### src/rtl/mmcs_pkg.sv
// Shared types and constants for the min/max contrast stretch block.
// Used by the controller, the datapath and the top level; no dependencies.
`timescale 1ns / 1ps

package mmcs_pkg;

    localparam logic       KIND_LOAD  = 1'b0;
    localparam logic       KIND_FETCH = 1'b1;
    localparam logic [7:0] PIX_MAX    = 8'd255;
    localparam logic [2:0] DIV_LAST   = 3'd7;

    typedef enum logic [2:0] {
        S_IDLE,
        S_READ,
        S_MUL,
        S_DIV,
        S_RESULT
    } state_t;

    // Controller to datapath
    typedef struct packed {
        logic load;
        logic fetch;
        logic mul;
        logic div_step;
        logic out_load;
    } cmd_t;

    // Datapath to controller
    typedef struct packed {
        logic fetch_err;
    } stat_t;

endpackage

### src/rtl/mmcs_ctrl.sv
// Sequencer for the contrast stretch: handshakes, fetch steps and divide count.
// Depends on mmcs_pkg.
`timescale 1ns / 1ps

module mmcs_ctrl
    import mmcs_pkg::*;
(
    input  logic   clk,
    input  logic   rst_n,
    input  logic   in_valid,
    output logic   in_stall,
    input  logic   kind,
    output logic   out_valid,
    input  logic   out_stall,
    input  stat_t  stat,
    output cmd_t   cmd
);

    state_t     state_reg;
    state_t     state_next;
    logic [2:0] div_cnt_reg;
    logic [2:0] div_cnt_next;
    logic       out_valid_reg;
    logic       out_valid_next;
    logic       accept;

    always_ff @(posedge clk or negedge rst_n)
    begin
        if (!rst_n)
        begin
            state_reg     <= S_IDLE;
            div_cnt_reg   <= '0;
            out_valid_reg <= 1'b0;
        end
        else
        begin
            state_reg     <= state_next;
            div_cnt_reg   <= div_cnt_next;
            out_valid_reg <= out_valid_next;
        end
    end

    always_comb
    begin
        state_next     = state_reg;
        div_cnt_next   = div_cnt_reg;
        out_valid_next = out_valid_reg & out_stall;
        cmd            = '0;
        in_stall       = 1'b1;
        accept         = 1'b0;
        unique case (state_reg)
            S_IDLE:
            begin
                in_stall = 1'b0;
                accept   = in_valid;
                if (accept && kind == KIND_LOAD)
                begin
                    cmd.load = 1'b1;
                end
                else if (accept && kind == KIND_FETCH)
                begin
                    cmd.fetch  = 1'b1;
                    state_next = stat.fetch_err ? S_RESULT : S_READ;
                end
            end
            S_READ:
            begin
                // stored pixel is registered now; form the scaled offset
                cmd.mul      = 1'b1;
                div_cnt_next = '0;
                state_next   = S_MUL;
            end
            S_MUL:
            begin
                state_next = S_DIV;
            end
            S_DIV:
            begin
                cmd.div_step = 1'b1;
                div_cnt_next = div_cnt_reg + 3'd1;
                if (div_cnt_reg == DIV_LAST)
                begin
                    state_next = S_RESULT;
                end
            end
            S_RESULT:
            begin
                // hold until the output register is free
                if (!out_valid_reg || !out_stall)
                begin
                    cmd.out_load   = 1'b1;
                    out_valid_next = 1'b1;
                    state_next     = S_IDLE;
                end
            end
            default:
            begin
                state_next = S_IDLE;
            end
        endcase
    end

    assign out_valid = out_valid_reg;

endmodule

### config.mk
export PLATFORM = sky130hd
export DESIGN_NAME = mmcs_ctrl
export DESIGN_NICKNAME = d
export VERILOG_FILES = /design/src/rtl/mmcs_pkg.sv /design/src/rtl/mmcs_ctrl.sv
export SDC_FILE = /design/constraint.sdc
export NUM_CORES = 1
export LEC_CHECK = 0
export ABC_AREA = 0
export ABC_CLOCK_PERIOD_IN_PS = 2100
export BUFFER_PORTS_ARGS = -buffer_cell sky130_fd_sc_hd__buf_4
export CORE_AREA = 2 2 39 41
export CTS_CLUSTER_DIAMETER = 150
export DETAILED_ROUTE_END_ITERATION = 10
export DIE_AREA = 0 0 41 43
export HOLD_SLACK_MARGIN = 0.08
export MAX_ROUTING_LAYER = met4
export PLACE_DENSITY = 0.47
export SLEW_MARGIN = 20
export SYNTH_ARGS = -nofsm -noshare
export SYNTH_HDL_FRONTEND = slang
export SYNTH_SLANG_ARGS = --single-unit
### constraint.sdc
create_clock -name clk -period 2.1 [get_ports clk]
set_clock_uncertainty 0.2 [all_clocks]
set_input_delay 0 -clock clk [delete_from_list [all_inputs] [get_ports clk]]
set_output_delay 0 -clock clk [all_outputs]
set_load 0.02 [all_outputs]
==> metrics.txt <==
proportion of layout cells with a drive suffix above 1 0.274; Synth Instances 41; row cnt 14; area leader, netlist dfrtp_1; vias per cell 4.54; area grow syn2layout 51.7%; drt first pass iters 4; CTS buffer count 3; dpl cells 67; RSZ-0062 raised after global routing false; Cell variety after synth 19; post-CTS resize count 0; total I/O pin count 13; Mapped Nets 49; largest net degree at the start of global routing 10; fill cell count about 130; routed via count 354; status finished, final reports clean; core area ~1400 sq um; final net count 71; DRT iter0 DRCs 7; post-layout util 0.406; Max IR drop VDD 0.000597 V; hpwl dp 555 microns; overall routed net length 891 microns; H-tree depth 1; post-synth top area share 0.473; most frequent cells in the layout 12 x buf_4, 9 x nand2_1, 7 x dfrtp_1, 7 x dlygate4sd3_1, 6 x nor2_1; die span in x roughly 41 microns; fin crit share 0.950; first-pass GRT wire length 1610 microns; placed cell area 465 sq um; Avg WL per Cell around 11 microns; Rel. slew slack 0.767; aggregate negative setup slack 0 ns; top post-synthesis cells by area dfrtp_1 47%, nand2_1 9.1%, ha_1 6.8%; die area 1760 sq um; HP Class reg -> reg; Setup Fix Bufs, Post-CTS 0; Max-Cap Viols 0; CTS tree yes; hold_buf cts 7; Worst EP arrival 1.98 ns; fin. max-slew vios 0; CTS Root Cell clkbuf_4; critical path required time 2.08 ns; number of synthesized flops with an enable pin 0; Synth Register Bits 7; Die Y 43 microns; Worst-path clk slew 0.06 ns; ANT cells 0; Leakage about 0.28 nW; Top FF cell, synth dfrtp_1; Worst R2R Setup Slack 0.11 ns; CTS Sinks 7; largest buffer count on any clock path 2; Crit. End Element flop; fin crit period 1.99 ns; Mapped Avg Cell Area 9.03 sq um; Skew-Pair Late Insertion Delay 0.25 ns; port bufs 12; Synth Cell Area 370 sq um; FFs w/ async S/R, synth 1.00; antenna viol nets, final 0; Fin. Hold Viols 0; Slew @ Worst Pin 0.349 ns; GRT Overall Usage 0.148; yosys warns 0; most common cell after layout, fill and taps aside buf_4; vias in the first global route 384; crit-path max FO 3; initial antenna violation count 0; Setup Crit Path Kind reg -> reg; fmax 501 MHz; Final setup viols 0; register area share after synthesis 0.473; final std cells w/o fill 78; crit start category flop; routability cong. 0.733; # DRC 0; grt ovf 0; PD cells roughly 1200 nW/um^2; Initial Util 0.268; post-route cell area 562 sq um
[layer usage]
metal,wire [microns],vias up,GRT usage,share of wire
met5,0,-,-,0
met4,19,0,0.133,0.021
met3,38,2,0.0681,0.043
met2,424,13,0.181,0.48
met1,408,158,0.172,0.46
li1,-,181,-,-
[cells in the mapped netlist, types with 2 or more instances]
cell type,n
ha_1,2
o21ai_0,2
nor2_1,6
inv_1,2
nand2_1,9
dfrtp_1,7
[logic make-up after synthesis]
| group | count (synthesis) | share of synthesized area |
|---|---|---|
| compound gates | 6 | 0.101 |
| simple gates | 21 | 0.267 |
| mux | 1 | 0.0304 |
| flops | 7 | 0.473 |
| fa+ha+maj | 2 | 0.0676 |
| buf+inv | 4 | 0.0608 |
[where the power goes]
part,leakage [nW],total (mW),internal [mW],switching (mW)
clock,0.0150,0.124,0.0726,0.0518
combinational,0.184,0.297,0.148,0.148
sequential,0.0836,0.243,0.189,0.0546
[area by class of cell]
type	instances	area, sq um	area share
Clock buffer	4	26.3	0.0468
Inverter	2	7.51	0.0134
Multi-Input combinational cell	30	173	0.307
Sequential cell	7	175	0.312
Tap cell	16	20.0	0.0356
Timing Repair Buffer	19	160	0.285
[per-stage QoR]
| step | worst slack (ns) | power, mW | hold WS [ns] |
|---|---|---|---|
| finish | 0.105 | 0.664 | 0.292 |
| CTS | 0.141 | 0.665 | 0.296 |
| detailed placement | 0.528 | 0.511 | -0.381 |
| floorplan | 0.446 | 0.444 | -0.496 |
| global placement | 0.552 | 0.514 | -0.376 |
| global route | 0.0376 | 0.740 | 0.336 |
[final timing paths]
path,startpoint,endpoint,cells after the start
setup reg to reg,div_cnt_reg[0],state_reg[0],6
min in group asynchronous,rst_n,state_reg[2],3
hold reg to reg,div_cnt_reg[2],div_cnt_reg[2],2
setup / recovery,div_cnt_reg[0],state_reg[0],6
hold / removal,div_cnt_reg[2],div_cnt_reg[2],2
max in group asynchronous,rst_n,div_cnt_reg[1],3
[worst max-delay path, stage by stage, from the launching register on]
cell	delay, ns
dfrtp_1	0.39
ha_1	0.20
ha_1	0.20
a21boi_0	0.20
a31oi_1	0.06
dlygate4sd3_1	0.57
nor2_1	0.11
Note: power is estimated with default switching activity, not from simulation.
